==> config.mk <==
export PLATFORM = sky130hd
export DESIGN_NAME = sfot_ctrl
export DESIGN_NICKNAME = d
export VERILOG_FILES = /design/src/hw/rtl/sfot_pkg.sv /design/src/hw/rtl/sfot_ctrl.sv
export SDC_FILE = /design/constraint.sdc
export NUM_CORES = 1
export LEC_CHECK = 0
export ABC_CLOCK_PERIOD_IN_PS = 1900
export BUFFER_PORTS_ARGS = -buffer_cell sky130_fd_sc_hd__clkbuf_2
export CORE_UTILIZATION = 32
export DETAILED_ROUTE_END_ITERATION = 16
export PLACE_DENSITY = 0.57
export REMOVE_ABC_BUFFERS = 1
export SYNTH_ARGS = -nofsm -noshare
export SYNTH_HDL_FRONTEND = slang
export SYNTH_SLANG_ARGS = --single-unit
export TNS_END_PERCENT = 10
==> constraint.sdc <==
create_clock -name aclk -period 1.9 [get_ports aclk]
set_input_delay 0.19 -clock aclk [delete_from_list [all_inputs] [get_ports aclk]]
set_output_delay 0.19 -clock aclk [all_outputs]
set_load 0.02 [all_outputs]
==> src/hw/rtl/sfot_pkg.sv <==
// Package for the spectral flux onset trigger.
// Field widths, register indexes, controller/datapath command and status types.
// No dependencies.
`default_nettype none

package sfot_pkg;

    localparam int AMP_W       = 16;
    localparam int FLUX_W      = 24;
    localparam int THR_W       = 24;
    localparam int TC_W        = 13;
    localparam int TIDX_W      = 12;
    localparam int CFG_W       = 24;
    localparam int PROD_W      = FLUX_W + TC_W;
    localparam int PQ_W        = PROD_W - 16;
    localparam int DIV_STEPS   = 16;
    localparam int ITER_W      = 5;

    // divide by five as multiply by ceil(2^23 / 5), exact for inputs below 2^22
    localparam int RECIP_W     = 21;
    localparam int RECIP_SHIFT = 23;
    localparam int CD_MUL_W    = PQ_W + RECIP_W;
    localparam logic [RECIP_W-1:0] RECIP5 = 21'd1677722;

    localparam logic [TC_W-1:0] MAX_TARGETS = 13'd4096;

    localparam logic [0:0] REG_THRESHOLD = 1'b0;
    localparam logic [0:0] REG_TARGET    = 1'b1;

    typedef struct packed {
        logic clear_step;
        logic load_bin;
        logic load_last;
        logic read_issue;
        logic div_load;
        logic div_step;
        logic sq_calc;
        logic acc_write;
        logic sqrt_load;
        logic sqrt_step;
        logic mul_calc;
        logic cdiv_load;
        logic out_load;
    } sfot_cmd_t;

    typedef struct packed {
        logic clear_done;
        logic idx_last;
        logic div_skip;
        logic out_free;
    } sfot_status_t;

endpackage

`default_nettype wire

==> src/hw/rtl/sfot_ctrl.sv <==
// Controller state machine of the spectral flux onset trigger.
// Sequences clear, bin load, frame walk, square root and index map; uses sfot_pkg.
`default_nettype none

module sfot_ctrl
    import sfot_pkg::*;
#(
    parameter int SQRT_STEPS = 21
) (
    input  wire logic         aclk,
    input  wire logic         aresetn,
    input  wire logic         s_tvalid,
    input  wire logic         s_tlast,
    output logic              s_tready,
    input  wire sfot_status_t status,
    output sfot_cmd_t         cmd
);

    localparam logic [3:0] ST_CLEAR  = 4'd0;
    localparam logic [3:0] ST_IDLE   = 4'd1;
    localparam logic [3:0] ST_READ   = 4'd2;
    localparam logic [3:0] ST_DLOAD  = 4'd3;
    localparam logic [3:0] ST_DIV    = 4'd4;
    localparam logic [3:0] ST_SQ     = 4'd5;
    localparam logic [3:0] ST_ACC    = 4'd6;
    localparam logic [3:0] ST_SQLOAD = 4'd7;
    localparam logic [3:0] ST_SQRT   = 4'd8;
    localparam logic [3:0] ST_MUL    = 4'd9;
    localparam logic [3:0] ST_CDLOAD = 4'd10;
    localparam logic [3:0] ST_OUT    = 4'd11;

    localparam logic [ITER_W-1:0] DIV_LAST  = ITER_W'(DIV_STEPS - 1);
    localparam logic [ITER_W-1:0] SQRT_LAST = ITER_W'(SQRT_STEPS - 1);

    logic [3:0]        state_reg, state_next;
    logic [ITER_W-1:0] iter_reg, iter_next;

    always_ff @(posedge aclk) begin
        if (!aresetn) begin
            state_reg <= ST_CLEAR;
            iter_reg  <= '0;
        end else begin
            state_reg <= state_next;
            iter_reg  <= iter_next;
        end
    end

    assign s_tready = (state_reg == ST_IDLE);

    always_comb begin
        state_next = state_reg;
        iter_next  = iter_reg;
        cmd        = '0;
        unique case (state_reg)
            ST_CLEAR: begin
                cmd.clear_step = 1'b1;
                if (status.clear_done) state_next = ST_IDLE;
            end
            ST_IDLE: begin
                if (s_tvalid) begin
                    cmd.load_bin  = 1'b1;
                    cmd.load_last = s_tlast;
                    if (s_tlast) state_next = ST_READ;
                end
            end
            ST_READ: begin
                cmd.read_issue = 1'b1;
                state_next     = ST_DLOAD;
            end
            ST_DLOAD: begin
                cmd.div_load = 1'b1;
                iter_next    = '0;
                state_next   = status.div_skip ? ST_SQ : ST_DIV;
            end
            ST_DIV: begin
                cmd.div_step = 1'b1;
                iter_next    = iter_reg + 1'b1;
                if (iter_reg == DIV_LAST) state_next = ST_SQ;
            end
            ST_SQ: begin
                cmd.sq_calc = 1'b1;
                state_next  = ST_ACC;
            end
            ST_ACC: begin
                cmd.acc_write = 1'b1;
                state_next    = status.idx_last ? ST_SQLOAD : ST_READ;
            end
            ST_SQLOAD: begin
                cmd.sqrt_load = 1'b1;
                iter_next     = '0;
                state_next    = ST_SQRT;
            end
            ST_SQRT: begin
                cmd.sqrt_step = 1'b1;
                iter_next     = iter_reg + 1'b1;
                if (iter_reg == SQRT_LAST) state_next = ST_MUL;
            end
            ST_MUL: begin
                cmd.mul_calc = 1'b1;
                state_next   = ST_CDLOAD;
            end
            ST_CDLOAD: begin
                cmd.cdiv_load = 1'b1;
                state_next    = ST_OUT;
            end
            ST_OUT: begin
                if (status.out_free) begin
                    cmd.out_load = 1'b1;
                    state_next   = ST_IDLE;
                end
            end
            default: state_next = ST_CLEAR;
        endcase
    end

endmodule

`default_nettype wire

==> results of run 1 <==
==> placed cells by master (no fill, tap or decap), types with 2 or more instances in the layout <==
| cell | netlist | layout |
|---|---|---|
| clkbuf_2 | 0 | 21 |
| nor2_1 | 11 | 11 |
| dfxtp_1 | 9 | 9 |
| inv_1 | 6 | 6 |
| nor3_1 | 6 | 6 |
| nand2b_1 | 5 | 5 |
| a21oi_1 | 4 | 4 |
| nand2_1 | 3 | 3 |
| nand3_1 | 3 | 3 |
| o31ai_1 | 3 | 3 |
| ha_1 | 3 | 3 |
| clkbuf_4 | 0 | 3 |
| buf_4 | 1 | 3 |
| and3_1 | 2 | 2 |
| and2_1 | 2 | 2 |
| o211ai_1 | 2 | 2 |
| a221oi_1 | 2 | 2 |
| o21ai_0 | 2 | 2 |
==> synthesized netlist by cell type, drive strengths merged (2+ instances only) <==
| cell | instances | share of area |
|---|---|---|
| nor2 | 11 | 0.063 |
| a221oi | 2 | 0.027 |
| nand3 | 3 | 0.023 |
| a311oi | 2 | 0.036 |
| and3 | 2 | 0.019 |
| nor3 | 6 | 0.046 |
| nand2 | 3 | 0.017 |
| o31ai | 3 | 0.034 |
| a21oi | 5 | 0.056 |
| buf | 5 | 0.042 |
| o211ai | 2 | 0.023 |
| nand2b | 5 | 0.048 |
| ha | 3 | 0.057 |
| o22ai | 2 | 0.029 |
| o21ai | 2 | 0.015 |
| inv | 6 | 0.034 |
| and2 | 2 | 0.019 |
| dfxtp | 9 | 0.28 |
==> power by group <==
| group | total (mW) | switching [mW] | internal [mW] |
|---|---|---|---|
| registers | 0.203 | 0.00815 | 0.195 |
| logic | 0.118 | 0.0724 | 0.0457 |
| clock network | 0.149 | 0.0684 | 0.0810 |
==> final cells by class <==
cell class                 count  area, um2
multi-input combinational     64        423
tap                           25       31.3
inverter                       6       22.5
sequential                     9        180
clock buffer                   4       26.3
timing repair buffer          24        128
fill                         197       1010
==> metal layers <==
metal / vias up / track usage / share of wire
met5: - / 0 / 0
met4: 0 / 0.0171 / 0
met2: 23 / 0.228 / 0.43
met1: 322 / 0.218 / 0.50
li1: 351 / - / -
met3: 0 / 0.0692 / 0.067
==> critical path, delay by kind of cell, from the launching register on <==
kind | cells | cell delay (ns)
AO/OA/AOI/OAI | 3 | 0.43
adder cells (fa/ha/maj) | 2 | 0.40
flip-flops | 1 | 0.34
multiplexers | 1 | 0.26
AND/OR/NAND/NOR | 1 | 0.19
==> worst max-delay path by stage <==
| stage | cells after the start | to |
|---|---|---|
| after floorplan | 3 | cmd[10] |
| after global placement | 7 | state_reg[0] |
| after detailed placement | 7 | state_reg[0] |
| after CTS | 4 | cmd[10] |
| after global routing | 7 | state_reg[0] |
| final | 7 | state_reg[0] |
==> metrics by stage <==
stage | instances | setup WS, ns | hold slack, ns | util | power, mW
after floorplan | 79 | 0.249 | 0.308 | - | 0.282
after global placement | 128 | 0.255 | 0.469 | 0.431 | 0.323
after detailed placement | 128 | 0.217 | 0.473 | 0.431 | 0.324
after CTS | 132 | 0.193 | 0.191 | 0.445 | 0.478
after global routing | 132 | 0.0802 | 0.198 | 0.445 | 0.505
final | 132 | 0.188 | 0.206 | 0.445 | 0.470
==> kinds of logic after synthesis <==
family / share of synthesized area
DFF: 0.276
AOI/OAI and AO/OA: 0.280
and+or+nand+nor: 0.293
adders and majority gates: 0.0575
muxes: 0.0172
buffers and inverters: 0.0766
==> reports/qor.txt, run 1 <==
Yosys reg bits = 9
total gr overflow = 0
Post-synth EDFFs = 0
pin slew with the least headroom to its limit = 0.395 ns
clock period minus worst slack = 1.71 ns
Cell Area, Placed = 785 um2
routed vias/inst = 5.27
maximum clock insertion buffer count = 2
end of the worst hold path = state_reg[0]
number of I/O pins = 22
beginning of the critical path = iter_reg[0]
row count = 15
Area growth, synth to finish = 24.1%
CTS tree = built
yosys warns = 0
number of standard cells after synthesis = 84
number of buffers inserted by post-CTS setup repair = 0
worst path required time = 2.06 ns
Seq/Total Area, Yosys = 0.276
class of the tightest hold or removal check = in -> reg
drt first pass iters = 4
share of post-route cells with drive strength above 1 = 0.299
# nets final = 119
TritonCTS Buffers = 3
Final HPWL DP = 1200 um
crit path max-delay cell type = dfxtp_1
GR Util All Layers = 0.156
DR iter-0 viols = 18
final setup fails = 0
final setup skew = 0.00566 ns
internal reg-to-reg setup slack = 0.19 ns
number of gates resized after cts = 0
Sink Count = 9
cell depth of the worst min-delay path = 2
quantity of hold-fixing buffers added after cts = 0
ANT nets after route = 0
areal power density over the cells = 580 mW/mm2
headroom to the max-slew limit = 0.737
CTS H-tree depth = 1
Critical Path Max Stage Delay = 0.34 ns
pin count of the biggest net entering global routing = 14
run status = complete, no violations
clock-pin transition on the worst setup and hold timing paths = 0.06 ns
period utilisation layout = 0.901
Final GP Congestion = 0.797
origin of the critical flop-to-flop path = iter_reg[0]
number of maximum-capacitance constraint violations = 0
number of flip-flops in the largest register = 5
nature of the critical path startpoint = flip-flop
unrepaired setup endpoints after global routing = no
Setup TNS Final = 0 ns
most used flip-flop cell after synthesis = dfxtp_1
vias after detailed routing = 696
cell at the root of the clock tree = clkbuf_4
post-DR wirelength/cell = 11.8 um
critical path's most frequent cell = ha_1
Core ar. = 0.00182 mm2
total non-filler cell area in the finished layout = 811 um2
count of final max-slew check failures = 0
type of the worst setup path = reg -> reg
Pleak = 0.345 nW
Total Die Area = 0.00223 mm2
Post-Syn Area = 653 um2
async set-reset flop share out of synthesis = 0
peak ir drop on the vdd network = 0.259 mV
Arr. time, crit path = 1.87 ns
antenna violations before repair = 0
count of input and output buffers = 21
Residual DRC = 0
largest fanout on the critical path = 4
antenna diode count = 0
number of hold-slack violations in the final timing report = 0
FF-to-FF path depth = 7
wire length of the first global-routing pass = 2430 um
Die Height = 47.2 um
category of the worst setup path capture point = flip-flop
average size of a mapped cell = 7.78 um2
highest clock rate = 584 MHz
worst min-delay path startpoint = aresetn
CP cell instances = ha_1, and3_1, ha_1, mux2_2, o22ai_1, a221oi_1, o21a_1
sum of routed wire length over all layers = 1560 um
count of different cell masters after synthesis = 33
vias in the first global route = 568
starting density of the core = 0.359
clk_lat worst skew = 0.27 ns
Worst R2R End = state_reg[0]
width of the die = 47.2 um
(Power assumes the default switching activity.)
==> run 2: changes to the inputs <==
--- a/config.mk
+++ b/config.mk
@@ -5,7 +5,7 @@
 export SDC_FILE = /design/constraint.sdc
 export NUM_CORES = 1
 export LEC_CHECK = 0
-export ABC_CLOCK_PERIOD_IN_PS = 1900
+export ABC_CLOCK_PERIOD_IN_PS = 2050
 export BUFFER_PORTS_ARGS = -buffer_cell sky130_fd_sc_hd__clkbuf_2
 export CORE_UTILIZATION = 32
 export DETAILED_ROUTE_END_ITERATION = 16
==> constraint.sdc (replaced) <==
create_clock -name aclk -period 2.05 [get_ports aclk]
set_input_delay 0.205 -clock aclk [delete_from_list [all_inputs] [get_ports aclk]]
set_output_delay 0.205 -clock aclk [all_outputs]
set_load 0.02 [all_outputs]
==> run 2 against run 1 <==
  * Worst setup slack better by 0.13 ns
  * Critical path type is now reg -> out
  * Combinational power down 16%
  * Design area unchanged
  * Largest cell class unchanged
  * Total power down 8.7%
  * Sequential share of layout area unchanged
  * Critical endpoint is now cmd[10]
  * Register-to-register slack better by 0.16 ns
  * Clock skew down 0.0037 ns
==> reports/qor.txt, run 2 (same netlist as run 1, synthesis figures left out) <==
vias after detailed routing = 690
cell at the root of the clock tree = clkbuf_4
filler cell count in the final layout = 197
nature of the critical path startpoint = flip-flop
count of final max-slew check failures = 0
antenna diode count = 0
number of flip-flops in the largest register = 5
most frequent cells in the layout = clkbuf_2, nor2_1, dfxtp_1
worst path required time = 1.85 ns
Seq pwr share = 0.451
unrepaired setup endpoints after global routing = no
clock period minus worst slack = 1.74 ns
Arr. time, crit path = 1.53 ns
origin of the critical flop-to-flop path = iter_reg[0]
period utilisation layout = 0.847
net switching component of the power = 0.136 mW
final-layout worst hold slack = 0.220 ns
routed metal-1 wirelength = 784 um
run status = complete, no violations
final setup skew = 0.00199 ns
class of the tightest hold or removal check = in -> reg
amount of wire on met3 after detailed routing = 74 um
CP cell instances = nand2b_1, nor3_1, and3_1, clkbuf_2
Final GP Congestion = 0.821
total met2 wirelength after detailed routing = 662 um
number of maximum-capacitance constraint violations = 0
areal power density over the cells = 530 mW/mm2
highest clock rate = 576 MHz
TritonCTS Buffers = 3
ANT nets after route = 0
routed vias/inst = 5.23
total gr overflow = 0
count of input and output buffers = 21
clock group share of total power = 0.319
Total Die Area = 0.00223 mm2
type of the worst setup path = reg -> out
vias in the first global route = 557
maximum clock insertion buffer count = 2
Sink Count = 9
Residual DRC = 0
total non-filler cell area in the finished layout = 811 um2
GR Util All Layers = 0.151
category of the worst setup path capture point = output port
beginning of the critical path = state_reg[0]
clock-pin transition on the worst setup and hold timing paths = 0.06 ns
largest fanout on the critical path = 11
Cell Area, Placed = 785 um2
CTS H-tree depth = 1
antenna violations before repair = 0
peak ir drop on the vdd network = 0.287 mV
uppermost layer routed = met3
row count = 15
post-DR wirelength/cell = 11.5 um
drt first pass iters = 4
Sw Share = 0.316
CP endpoint = cmd[10]
Setup TNS Final = 0 ns
wire length of the first global-routing pass = 2440 um
sum of routed wire length over all layers = 1520 um
proportion of power drawn by combinational gates = 0.230
cell internal pwr = 0.294 mW
quantity of hold-fixing buffers added after cts = 0
pin slew with the least headroom to its limit = 0.367 ns
pin count of the biggest net entering global routing = 14
final setup fails = 0
Worst R2R End = state_reg[0]
CTS tree = built
number of gates resized after cts = 0
Pleak = 0.344 nW
Area growth, synth to finish = 24.1%
number of hold-slack violations in the final timing report = 0
share of post-route cells with drive strength above 1 = 0.299
starting density of the core = 0.359
FF-to-FF path depth = 7
# nets final = 119
headroom to the max-slew limit = 0.755
Final HPWL DP = 1190 um
DR iter-0 viols = 18
Core ar. = 0.00182 mm2
internal reg-to-reg setup slack = 0.35 ns
clk_lat worst skew = 0.26 ns
Sequential cell area = 180 um2
number of I/O pins = 22
Critical Path Max Stage Delay = 0.51 ns
footprint of the multi-input gates = 423 um2
crit path max-delay cell type = dfxtp_1
width of the die = 47.2 um
number of buffers inserted by post-CTS setup repair = 0
Die Height = 47.2 um
commonest non-fill, non-tap cell in the layout = clkbuf_2
-- run 2: cell counts in the layout (fill, tap and decap cells not counted) --
Identical to the previous run, type by type.
-- run 2: stage by stage --
step,instances,setup WS (ns),utilization,power [mW]
2_1_floorplan,79,0.384,-,0.262
3_3_place_gp,128,0.403,0.431,0.295
3_5_place_dp,128,0.370,0.431,0.297
4_1_cts,132,0.308,0.445,0.432
5_1_grt,132,0.161,0.445,0.458
6_report,132,0.315,0.445,0.430
-- run 2: final cells by class --
cell class / instances / share of cell area
clock buffer: 4 / 0.0324
inverter: 6 / 0.0278
multi-input combinational: 64 / 0.522
sequential: 9 / 0.222
tap: 25 / 0.0386
timing repair buffer: 24 / 0.157
-- run 2: worst max-delay path, delay by kind of cell (launching register included) --
| kind | cells | cell delay (ns) |
|---|---|---|
| buffers and inverters | 1 | 0.16 |
| AND/OR/NAND/NOR | 3 | 0.61 |
| flip-flops | 1 | 0.51 |
-- run 2: routing by layer --
layer / vias up / global-route usage
li1: 355 / -
met1: 308 / 0.233
met2: 27 / 0.217
met3: 0 / 0.0231
met4: 0 / 0.0343
met5: - / 0
-- run 2: power groups by stage --
stage	Combinational (mW)	Clock, mW	Sequential [mW]
4_1_cts	0.0997	0.139	0.193
3_3_place_gp	0.0971	0	0.198
2_1_floorplan	0.0671	0	0.194
6_report	0.0986	0.137	0.194
3_5_place_dp	0.0995	0	0.197
5_1_grt	0.111	0.151	0.195
-- run 2: how the worst min path moves through the flow --
| stage | from | end | slack [ns] | cells after the start |
|---|---|---|---|---|
| 6_report | aresetn | state_reg[0] | 0.22 | 2 |
| 5_1_grt | aresetn | state_reg[0] | 0.22 | 2 |
| 4_1_cts | aresetn | state_reg[0] | 0.22 | 2 |
| 3_5_place_dp | iter_reg[4] | iter_reg[4] | 0.49 | 2 |
| 3_3_place_gp | aresetn | state_reg[0] | 0.48 | 2 |
| 2_1_floorplan | aresetn | state_reg[0] | 0.32 | 1 |
